==> config.mk <==
export PLATFORM = sky130hd
export DESIGN_NAME = rpe_queue
export DESIGN_NICKNAME = d
export VERILOG_FILES = /design/src/sv/rpe_pkg.sv /design/src/sv/rpe_queue.sv
export SDC_FILE = /design/constraint.sdc
export NUM_CORES = 1
export LEC_CHECK = 0
export ABC_AREA = 1
export BUFFER_PORTS_ARGS = -buffer_cell sky130_fd_sc_hd__buf_2
export CAP_MARGIN = 20
export CORE_MARGIN = 2
export CORE_UTILIZATION = 40
export CTS_CLUSTER_SIZE = 14
export DETAILED_ROUTE_END_ITERATION = 12
export HOLD_SLACK_MARGIN = 0.03
export PLACE_DENSITY = 0.6
export SYNTH_ARGS = -nofsm -noshare
export SYNTH_HDL_FRONTEND = slang
export SYNTH_SLANG_ARGS = --single-unit
==> constraint.sdc <==
create_clock -name i_clk -period 1.2 [get_ports i_clk]
set_input_delay 0.18 -clock i_clk [delete_from_list [all_inputs] [get_ports i_clk]]
set_output_delay 0.18 -clock i_clk [all_outputs]
set_load 0.01 [all_outputs]
==> src/sv/rpe_pkg.sv <==
// Shared types and constants of the raster pixel expander.
// Used by the front end, the command queue, the back end and the top level.
package rpe_pkg;

    // Configuration register indexes.
    localparam logic [1:0] CFG_IMAGE_WIDTH    = 2'd0;
    localparam logic [1:0] CFG_IMAGE_HEIGHT   = 2'd1;
    localparam logic [1:0] CFG_DEPTH_MODE     = 2'd2;
    localparam logic [1:0] CFG_PALETTE_ENABLE = 2'd3;

    // Depth mode codes.
    localparam logic [2:0] DEPTH_1BIT  = 3'd0;
    localparam logic [2:0] DEPTH_4BIT  = 3'd1;
    localparam logic [2:0] DEPTH_8BIT  = 3'd2;
    localparam logic [2:0] DEPTH_24BIT = 3'd3;
    localparam logic [2:0] DEPTH_32BIT = 3'd4;

    // Input action codes.
    localparam logic ACT_PALETTE_WRITE = 1'b0;
    localparam logic ACT_IMAGE_BYTE    = 1'b1;

    localparam int Q_DEPTH = 4;

    typedef struct packed {
        logic [15:0] width;
        logic [15:0] height;
        logic [2:0]  depth;
        logic        pal_en;
    } t_cfg;

    typedef enum logic [2:0] {
        KIND_PAL_WR,
        KIND_MONO,
        KIND_NIBBLE,
        KIND_BYTE,
        KIND_DIRECT
    } t_kind;

    // One queued command. For a palette write data is {index, red, green, blue};
    // for a gathered pixel it is {extra, red, green, blue}; otherwise the byte.
    typedef struct packed {
        t_kind       kind;
        logic [31:0] data;
        logic [3:0]  npix;
        logic        use_pal;
        logic        last_img;
    } t_qcmd;

endpackage

==> src/sv/rpe_queue.sv <==
// Short command queue between the front end and the back end.
// Plain register FIFO; depth is a power of two. Depends on rpe_pkg.
module rpe_queue import rpe_pkg::*; #(
    parameter int WIDTH = 8,
    parameter int DEPTH = Q_DEPTH
) (
    input  logic             i_clk,
    input  logic             i_rst_n,
    input  logic             i_push,
    input  logic [WIDTH-1:0] i_data,
    output logic             o_not_full,
    input  logic             i_pop,
    output logic             o_valid,
    output logic [WIDTH-1:0] o_head
);

    localparam int PW = $clog2(DEPTH);
    localparam int NW = $clog2(DEPTH + 1);

    logic [WIDTH-1:0] r_mem [DEPTH];
    logic [PW-1:0]    r_wr, r_rd;
    logic [NW-1:0]    r_cnt;

    assign o_not_full = r_cnt != NW'(DEPTH);
    assign o_valid    = r_cnt != '0;
    assign o_head     = r_mem[r_rd];

    always_ff @(posedge i_clk) begin
        if (i_push) begin
            r_mem[r_wr] <= i_data;
        end
    end

    always_ff @(posedge i_clk) begin
        if (!i_rst_n) begin
            r_wr  <= '0;
            r_rd  <= '0;
            r_cnt <= '0;
        end else begin
            if (i_push) begin
                r_wr <= r_wr + PW'(1);
            end
            if (i_pop) begin
                r_rd <= r_rd + PW'(1);
            end
            if (i_push && !i_pop) begin
                r_cnt <= r_cnt + NW'(1);
            end else if (i_pop && !i_push) begin
                r_cnt <= r_cnt - NW'(1);
            end
        end
    end

endmodule

==> qor.csv <==
stage;metric;value;unit
outcome;outcome;finished, violations left;
outcome;violations;negative setup slack;
finish;fillers;339;
worst_setup_path;start_kind;flip-flop;
place;numPortBuffers;21;
place;dp_hpwl;1970;um
finish;diodes;0;
worst_setup_path;r2r_start;r_cnt[1]$_SDFFE_PN0P_;
finish;final_net_count;194;
floorplanning;start_util;41.2;%
timing;fin_ws;-182;ps
place;dpl.cell_count;218;
yosys;synth_cell_type_count;17;
clocking;root_buffer;clkbuf_8;
finish;finalNonFillerCells;227;
routing;drt-total-wl;2950;um
floorplanning;core_area;3970;um^2
worst_setup_path;reg2regPathDepth;7;
worst_setup_path;path_cells;inv_6, buf_6, o21ai_2, o22ai_2, buf_2;
hold_path;hold_path_end;r_mem[1][6]$_DFFE_PP_;
routing;ant_nets;0;
worst_setup_path;reg2reg_to;r_cnt[2]$_SDFFE_PN0P_;
timing;setup_viol;8;
yosys;synthCells;134;
worst_setup_path;max_stage_delay;390;ps
hold_path;whs_path_depth;1;
timing;hold_viol;0;
timing;tightestPinTransition;209;ps
hold_path;hold_start;i_data[6];
floorplanning;die_height;68.0;um
routing;dr.pass1.iters;4;
timing;fin_setup_tns;-1360;ps
timing;fin_crit;1380;ps
yosys;syn_nets;152;
worst_setup_path;path_max_fanout;5;
timing;slew_headroom;85.9;%
clocking;cts_made_buffers;5;
power_and_ir_drop;ir_drop;593;uV
finish;final_util;53.9;%
hold_path;hold_path_class;in2reg;
timing;holdWs;106;ps
routing;drc;0;
power_and_ir_drop;power_density;1350;nW/um^2
clocking;clock_sinks;41;
timing;fmax;0.723;GHz
floorplanning;num_rows;23;
finish;stdcell_area;2140;um^2
global_route;grt_overflow;0;
job;max-cap-violations;0;
yosys;synth.avg_cell_area;12.2;um^2
worst_setup_path;cp.required;1020;ps
clocking;clk_path_buf_depth;2;
clocking;clk_latency;280;ps
worst_setup_path;crit_slowest_cell;dfxtp_4;
routing;vias;1095;
timing;fin_worst_skew;6.03;ps
routing;vias_per_cell;4.82;
yosys;yosys_warnings;0;
floorplanning;dieArea;4620;um^2
yosys;synth_area;1640;um^2
global_route;grtUsageTotal;13.7;%
place;gp_congestion;0.748;
place;place_area;1950;um^2
worst_setup_path;crit_arrival;1200;ps
global_route;grt_antenna_before_repair;0;
clocking;post_cts_buffers;0;
place;dp_slack;-162;ps
worst_setup_path;crit_type;reg2out;
clocking;clkTransAtPathRegs;70;ps
timing;finalCritPeriodShare;115;%
clocking;cts_htree_levels;2;
finish;area_growth;30.7;%
power_and_ir_drop;leakagePower;0.866;nW
floorplanning;die_width;68.0;um
yosys;yosysSeqAreaShare;69.7;%
global_route;grt_pass1_wl;4380;um
routing;detail_route.iter0.violations;67;
timing;rsz0062_at_grt;yes;
global_route;grt_pass1_vias;1011;
floorplanning;io_pins;22;
worst_setup_path;crit_path_end_kind;primary output;
timing;report.final.slew_viol_count;0;
routing;wl_per_cell;13.0;um
clocking;cts_tree;yes;
worst_setup_path;reg2reg_slack;80;ps
power_and_ir_drop;power.total;2.90;mW
global_route;grt_start_max_net_pins;13;
finish;drive_gt1_share;37.9;%
yosys;ys_ff_latch;41;
## critical path, delay by kind of cell (launching register included)
kind / cells / cell delay, ps
flops: 1 / 390
buf+inv: 3 / 320
compound gates: 2 / 210
## layout make-up
| cell class | instances | area (um^2) | share of cell area (%) |
|---|---|---|---|
| clock inverter | 1 | 3.75 | 0.175 |
| tap | 50 | 62.6 | 2.92 |
| multi-input combinational | 73 | 462 | 21.6 |
| timing repair buffer | 37 | 315 | 14.7 |
| clock buffer | 7 | 76.3 | 3.57 |
| inverter | 18 | 72.6 | 3.39 |
| sequential | 41 | 1150 | 53.7 |
## how the worst max path moves through the flow
| stage | start | endpoint | slack, ps | cells past startpoint |
|---|---|---|---|---|
| floorplan | i_pop | r_cnt[2]$_SDFFE_PN0P_ | 30 | 10 |
| global placement | i_pop | r_cnt[2]$_SDFFE_PN0P_ | -110 | 11 |
| detailed placement | i_pop | r_cnt[2]$_SDFFE_PN0P_ | -160 | 11 |
| CTS | flip-flop | o_head[2] | -190 | 5 |
| global route | flip-flop | o_head[1] | -240 | 5 |
| finish | flip-flop | o_head[6] | -180 | 5 |
## power breakdown
part | internal, mW | switching, mW | leakage (nW)
clock network | 0.404 | 0.396 | 0.0399
logic | 0.212 | 0.241 | 0.456
registers | 1.61 | 0.0378 | 0.370
## cells by family (layout without fill, tap and decap cells)
kind of cell	count (synthesis)	in the layout	synth area share, %
AOI/OAI and AO/OA	35	35	11.8
adders and majority gates	6	6	5.04
DFF	41	41	69.7
buffers and inverters	20	63	5.50
and+or+nand+nor	32	32	8.02
## synthesized netlist by cell type, drive strengths merged
library cell / number / area [um^2]
buf: 2 / 22.5
o22ai: 8 / 50.1
a21oi: 5 / 25.0
edfxtp: 32 / 961
o21ai: 22 / 118
inv: 18 / 67.6
nand2: 9 / 33.8
dfxtp: 9 / 180
nand3: 3 / 15.0
nor2: 19 / 76.3
ha: 5 / 62.6
fa: 1 / 20.0
nand4: 1 / 6.26
## state kept, by name, summed over array words and instances (netlist names), named ones only
| name | count |
|---|---|
| r_mem | 32 |
| r_wr | 2 |
| r_rd | 2 |
| r_cnt | 3 |
## routing by layer
layer	up-vias	GRT usage, %	share of wire [%]
met5	-	0	0
li1	556	-	-
met4	0	7.50	2.2
met1	509	14.6	43
met3	6	4.44	4.9
met2	24	23.7	50
## layout by cell type, fill, tap and decap left out
cell / n
edfxtp_1: 32
buf_2: 21
inv_1: 15
nor2_1: 12
nand2_1: 9
o21ai_2: 8
o21ai_1: 7
o21ai_0: 7
nor2_2: 6
o22ai_1: 6
buf_4: 6
a21oi_1: 5
ha_1: 5
clkbuf_8: 5
dfxtp_1: 5
buf_12: 4
buf_6: 4
nand3_1: 3
dfxtp_2: 3
inv_2: 2
o22ai_2: 2
clkbuf_1: 2
inv_6: 1
nor2_4: 1
nand4_1: 1
fa_2: 1
dfxtp_4: 1
clkinv_1: 1
clkbuf_16: 1
buf_8: 1
## repair_timing
| item | 4_1_cts | 5_1_grt |
|---|---|---|
| pin swaps | 3 | 7 |
| resized for setup | 17 | 24 |
| hold buffers | 0 | 0 |
| gates cloned | 0 | 1 |
| setup endpoints to repair | 9 | 19 |
(Power assumes the default switching activity.)
