<file path="config.mk">
export PLATFORM = sky130hd
export DESIGN_NAME = rpe_front
export DESIGN_NICKNAME = d
export VERILOG_FILES = /design/src/sv/rpe_pkg.sv /design/src/sv/rpe_front.sv
export SDC_FILE = /design/constraint.sdc
export NUM_CORES = 1
export LEC_CHECK = 0
export BUFFER_PORTS_ARGS = -buffer_cell sky130_fd_sc_hd__buf_2
export CORE_MARGIN = 2
export CORE_UTILIZATION = 40
export DETAILED_ROUTE_END_ITERATION = 8
export PLACE_DENSITY = 0.63
export SLEW_MARGIN = 30
export SYNTH_ARGS = -nofsm -noshare
export SYNTH_HDL_FRONTEND = slang
export SYNTH_SLANG_ARGS = --single-unit
</file>
<file path="constraint.sdc">
create_clock -name i_clk -period 6.1 [get_ports i_clk]
set_input_delay 0.61 -clock i_clk [delete_from_list [all_inputs] [get_ports i_clk]]
set_output_delay 0.61 -clock i_clk [all_outputs]
set_load 0.05 [all_outputs]
</file>
<file path="src/sv/rpe_pkg.sv">
// Shared types and constants of the raster pixel expander.
// Used by the front end, the command queue, the back end and the top level.
package rpe_pkg;

    // Configuration register indexes.
    localparam logic [1:0] CFG_IMAGE_WIDTH    = 2'd0;
    localparam logic [1:0] CFG_IMAGE_HEIGHT   = 2'd1;
    localparam logic [1:0] CFG_DEPTH_MODE     = 2'd2;
    localparam logic [1:0] CFG_PALETTE_ENABLE = 2'd3;

    // Depth mode codes.
    localparam logic [2:0] DEPTH_1BIT  = 3'd0;
    localparam logic [2:0] DEPTH_4BIT  = 3'd1;
    localparam logic [2:0] DEPTH_8BIT  = 3'd2;
    localparam logic [2:0] DEPTH_24BIT = 3'd3;
    localparam logic [2:0] DEPTH_32BIT = 3'd4;

    // Input action codes.
    localparam logic ACT_PALETTE_WRITE = 1'b0;
    localparam logic ACT_IMAGE_BYTE    = 1'b1;

    localparam int Q_DEPTH = 4;

    typedef struct packed {
        logic [15:0] width;
        logic [15:0] height;
        logic [2:0]  depth;
        logic        pal_en;
    } t_cfg;

    typedef enum logic [2:0] {
        KIND_PAL_WR,
        KIND_MONO,
        KIND_NIBBLE,
        KIND_BYTE,
        KIND_DIRECT
    } t_kind;

    // One queued command. For a palette write data is {index, red, green, blue};
    // for a gathered pixel it is {extra, red, green, blue}; otherwise the byte.
    typedef struct packed {
        t_kind       kind;
        logic [31:0] data;
        logic [3:0]  npix;
        logic        use_pal;
        logic        last_img;
    } t_qcmd;

endpackage

</file>
<file path="src/sv/rpe_front.sv">
// Front end of the raster pixel expander: accepts items, tracks the raster position
// and turns each pixel-yielding byte into one queued command. Depends on rpe_pkg.
module rpe_front import rpe_pkg::*; #(
    parameter int COORD_BITS = 16
) (
    input  logic                  i_clk,
    input  logic                  i_rst_n,
    input  t_cfg                  i_cfg,
    input  logic                  i_depth_wr,
    input  logic                  i_valid,
    output logic                  o_ready,
    input  logic                  i_action,
    input  logic [7:0]            i_pal_index,
    input  logic [7:0]            i_pal_red,
    input  logic [7:0]            i_pal_green,
    input  logic [7:0]            i_pal_blue,
    input  logic [7:0]            i_data_byte,
    input  logic                  i_q_not_full,
    output logic                  o_push,
    output t_qcmd                 o_cmd,
    output logic [COORD_BITS-1:0] o_col,
    output logic [COORD_BITS-1:0] o_row
);

    localparam int CW = COORD_BITS + 1;
    localparam int LW = ((COORD_BITS > 16) ? COORD_BITS : 16) + 1;

    logic [COORD_BITS-1:0] r_col, n_col;
    logic [CW-1:0]         r_row, n_row;
    logic [1:0]            r_phase, n_phase;
    logic [23:0]           r_partial, n_partial;
    logic                  r_parity, n_parity;

    logic [LW-1:0] w_ext, h_ext, span;
    logic [CW-1:0] eff_w, eff_h, rem;
    logic          accept, live, pad, done, row_end, gather_done;
    logic [3:0]    npix;
    t_kind         kind;

    assign span  = LW'(1) << COORD_BITS;
    assign w_ext = LW'(i_cfg.width);
    assign h_ext = LW'(i_cfg.height);
    assign eff_w = (i_cfg.width == '0) ? CW'(1) : CW'((w_ext > span) ? span : w_ext);
    assign eff_h = CW'((h_ext > span) ? span : h_ext);

    assign o_ready = i_q_not_full;
    assign accept  = i_valid && i_q_not_full;
    assign done    = r_row >= eff_h;
    assign live    = (i_action == ACT_IMAGE_BYTE) && !done && (i_cfg.depth <= DEPTH_32BIT);
    assign pad     = (r_col == '0) && (r_phase == 2'd0) && r_parity;
    // A column at or past a width that shrank leaves room for one pixel only.
    assign rem     = (CW'(r_col) >= eff_w) ? CW'(1) : eff_w - CW'(r_col);

    always_comb begin
        kind        = KIND_BYTE;
        npix        = 4'd0;
        gather_done = 1'b0;
        unique case (i_cfg.depth)
            DEPTH_1BIT: begin
                kind = KIND_MONO;
                npix = (rem < CW'(8)) ? rem[3:0] : 4'd8;
            end
            DEPTH_4BIT: begin
                kind = KIND_NIBBLE;
                npix = (rem == CW'(1)) ? 4'd1 : 4'd2;
            end
            DEPTH_8BIT: begin
                kind = KIND_BYTE;
                npix = 4'd1;
            end
            DEPTH_24BIT: begin
                kind        = KIND_DIRECT;
                gather_done = r_phase == 2'd2;
                npix        = {3'd0, gather_done};
            end
            DEPTH_32BIT: begin
                kind        = KIND_DIRECT;
                gather_done = r_phase == 2'd3;
                npix        = {3'd0, gather_done};
            end
            default: begin
                kind = KIND_BYTE;
                npix = 4'd0;
            end
        endcase
    end

    // The byte closes its row when it yields exactly the pixels left in the row.
    assign row_end = (npix != 4'd0) && (CW'(npix) == rem);

    always_comb begin
        o_cmd.kind     = kind;
        o_cmd.npix     = npix;
        o_cmd.use_pal  = i_cfg.pal_en;
        o_cmd.last_img = row_end && ((r_row + CW'(1)) >= eff_h);
        o_cmd.data     = {24'd0, i_data_byte};
        if (i_action == ACT_PALETTE_WRITE) begin
            o_cmd.kind = KIND_PAL_WR;
            o_cmd.data = {i_pal_index, i_pal_red, i_pal_green, i_pal_blue};
        end else if (kind == KIND_DIRECT) begin
            if (i_cfg.depth == DEPTH_24BIT) begin
                o_cmd.data = {8'd0, i_data_byte, r_partial[15:0]};
            end else begin
                o_cmd.data = {i_data_byte, r_partial};
            end
        end
    end

    assign o_col  = r_col;
    assign o_row  = r_row[COORD_BITS-1:0];
    assign o_push = accept &&
                    ((i_action == ACT_PALETTE_WRITE) || (live && !pad && npix != 4'd0));

    always_comb begin
        n_col     = r_col;
        n_row     = r_row;
        n_phase   = r_phase;
        n_partial = r_partial;
        n_parity  = r_parity;
        if (accept && live) begin
            if (pad) begin
                n_parity = 1'b0;
            end else begin
                n_parity = !r_parity;
                if (kind == KIND_DIRECT && !gather_done) begin
                    n_partial = r_partial | (24'(i_data_byte) << {r_phase, 3'b000});
                    n_phase   = r_phase + 2'd1;
                end else begin
                    n_phase   = 2'd0;
                    n_partial = '0;
                    if (row_end) begin
                        n_col = '0;
                        n_row = r_row + CW'(1);
                    end else begin
                        n_col = r_col + COORD_BITS'(npix);
                    end
                end
            end
        end
        if (i_depth_wr) begin
            n_phase   = 2'd0;
            n_partial = '0;
        end
    end

    always_ff @(posedge i_clk) begin
        if (!i_rst_n) begin
            r_col     <= '0;
            r_row     <= '0;
            r_phase   <= 2'd0;
            r_partial <= '0;
            r_parity  <= 1'b0;
        end else begin
            r_col     <= n_col;
            r_row     <= n_row;
            r_phase   <= n_phase;
            r_partial <= n_partial;
            r_parity  <= n_parity;
        end
    end

endmodule

</file>
==> impl_metrics.toml <==
[place]
hpwlAfterDp_um = 12700
portBuffers = 154
gp_congestion = 0.875
pre_cts_slack_ns = 0.476
dpl_cell_area_mm2 = 0.00665

[global_route]
grt_pass1_wl_um = 25800
grt_usage_pct = 19.9
grt_pass1_vias = 5185
antenna_found_initial = 0
grt_overflow = 0
grt_start_max_net_pins = 57

[routing]
antenna_left = 0
routed_wl_um = 16200
drt_iter0_drc = 367
wl_per_cell_um = 15.2
avgViaCountPerCell = 5.36
first_pass_iters = 5
drc = 0
via_count = 5709

[logic_synthesis]
synth_area_mm2 = 0.00593
ys_types = 69
synth_nets = 910
synthArstFlopShare_pct = 0
syn-instance-count = 770
synth_warnings = 0
synth-main-ff-cell = "dfxtp_1"
synth-seq-cells = 60
seq_area_frac_synth_pct = 20.2
syn_avg_cell_area_um2 = 7.71
synth_edf_count = 0

[clock_tree]
postCtsSetupBuffers = 0
clk_path_buf_depth = 2
cts_tree = "done"
cts_root_buf = "clkbuf_16"
clk_pin_slew_ns = 0.06
clock_sinks = 60
htree_levels = 3
cts_resized = 0
cts_hold_buffers = 0
cts_buffers = 9
clock_latency_ns = 0.34

[timing]
layout_worst_path_cycle_share_pct = 92.2
tns_ns = 0
fin_skew_ns = 0.00423
fmax_mhz = 178
finalHoldViolations = 0
worst_pin_slew_ns = 0.895
min_period_ns = 5.63
setup_violations = 0
max_slew_margin_pct = 40.3
rsz0062_at_grt = "no"
slew_viol_final = 0
final.setup.worst_slack_ns = 0.474

[worst_hold_path]
hold_end = "r_partial[17]"
holdPathStages = 2
min-delay-start = "r_partial[17]"
hold_class = "flop to flop"

[finish]
final_cell_area_mm2 = 0.00693
drive_gt1_share_pct = 23.9
n_antenna_cell = 0
syn2layout_area_growth_pct = 16.7
fin_nets = 1017
n_fill_cell = 1545

[floorplan]
die_w_um = 126
die_h_um = 126
start_util_pct = 40.8
row_count = 44
dieArea_mm2 = 0.0158
io_pins = 157
core_area_mm2 = 0.0145

[setup_path]
cp_top_family = "compound AO/OA/AOI/OAI gates"
r2r_cells = 19
r2r-start = "o_col[11]"
r2r_slack_ns = 1.13
worst-path-buf-inv = 3
cp_data_required_time_ns = 5.49
slowest_stage = "nor4_2"
slowest_delay_ns = 0.55
arrival_ns = 5.02
crit_fanout = 16
setup.worst_path.end_class = "primary output"
start_kind = "input port"
path_class = "input port to primary output"
path_cells = "buf_2 -> nor4_1 -> a41oi_1 -> ha_1 -> inv_1 -> fa_1 -> a21oi_1 -> o2bb2ai_1 -> o211ai_1 -> a211oi_1 -> xor2_1 -> nor4_2 -> and2_1 -> o22ai_4 -> a21boi_2 -> a21boi_0 -> buf_2"
worst_path_most_repeated_cell = "buf_2"
r2r-end = "o_col[11]"

[run]
max_cap_violations = 0

[power]
leakage_nw = 3.19
p_per_area_mw_per_mm2 = 165
peakVddDrop_mv = 0.117

[run_status]
outcome = "finished, final reports clean"
[how the worst max path moves through the flow]
stage          depth (start not counted)        end  startpoint
2_1_floorplan                         21  o_col[15]   i_cfg[32]
3_3_place_gp                          17   o_cmd[0]   i_cfg[28]
3_5_place_dp                          23  o_col[13]   i_cfg[28]
4_1_cts                               17   o_cmd[0]   i_cfg[28]
5_1_grt                               17   o_cmd[0]   i_cfg[28]
6_report                              17   o_cmd[0]   i_cfg[28]
[layout make-up]
class / count / area (um2) / area share, %
Clock inverter: 5 / 36.3 / 0.524
Clock buffer: 11 / 243 / 3.50
Sequential cell: 60 / 1200 / 17.3
Timing Repair Buffer: 160 / 820 / 11.8
Inverter: 69 / 259 / 3.74
Multi-Input combinational cell: 577 / 4140 / 59.7
Tap cell: 184 / 230 / 3.32
[flip-flops by register name (all words and copies together), names as in the netlist]
signal,cells
r_phase,2
r_parity,1
o_col,16
r_partial,24
r_row,17
[power breakdown]
part           total, mW  internal [mW]  switching (mW)
registers          0.394          0.393        0.000948
clock network      0.483          0.286           0.197
logic              0.265         0.0891           0.176
total               1.14          0.769           0.373
[logic make-up after synthesis]
kind of cell | count (synthesis) | synth area share [%]
xor+xnor | 37 | 5.46
simple gates | 272 | 25.0
fa+ha+maj | 58 | 12.5
mux | 35 | 5.90
compound gates | 175 | 20.9
flops | 60 | 20.2
buf+inv | 133 | 10.0
[tightest hold or removal path, cell delays in order (launching register included)]
cell and delay, ns:
dfxtp_1 0.32, a21oi_1 0.04, nor2_1 0.07
[layer usage]
metal	track usage (%)	vias to the layer above	wire (um)
met5	0	-	0
met4	4.98	0	191
met3	3.74	17	896
met2	32.4	154	7460
met1	27.3	2626	7660
li1	-	2912	-
[cell usage after synthesis, types with 10 or more instances]
cell type  instances  area [um2]
a211oi_2          10         125
a21o_1            13        97.6
a21oi_1           60         300
and3_1            12        75.1
buf_4             18         135
clkbuf_1          38         143
dfxtp_1           60        1200
ha_1              56         701
inv_1             69         259
mux2i_1           35         350
nand2_1           61         229
nand2b_1          22         138
nand3_1           25         125
nand4_1           12        75.1
nor2_1            58         218
nor2b_1           12        75.1
nor3_1            13        65.1
nor3b_2           10         125
nor4_1            15        93.8
o21ai_0           22         110
o22ai_1           16         100
xnor2_1           22         193
xor2_1            15         131
[layout by cell type (no fill, tap or decap), types with 25 or more instances in the layout]
cell     instances
a21oi_1         60
buf_2          154
dfxtp_1         60
ha_1            56
inv_1           69
mux2i_1         35
nand2_1         61
nand3_1         25
nor2_1          58
[metrics by stage]
stage | utilization [%] | hold WS, ns | instances | power (mW)
global placement | 45.7 | 0.448 | 1049 | 0.666
detailed placement | 45.7 | 0.453 | 1050 | 0.667
global route | 47.7 | 0.493 | 1066 | 1.19
floorplan | - | 0.436 | 770 | 0.595
finish | 47.7 | 0.464 | 1066 | 1.14
CTS | 47.7 | 0.468 | 1066 | 1.15
No activity file was read; power rests on OpenSTA's default activity.
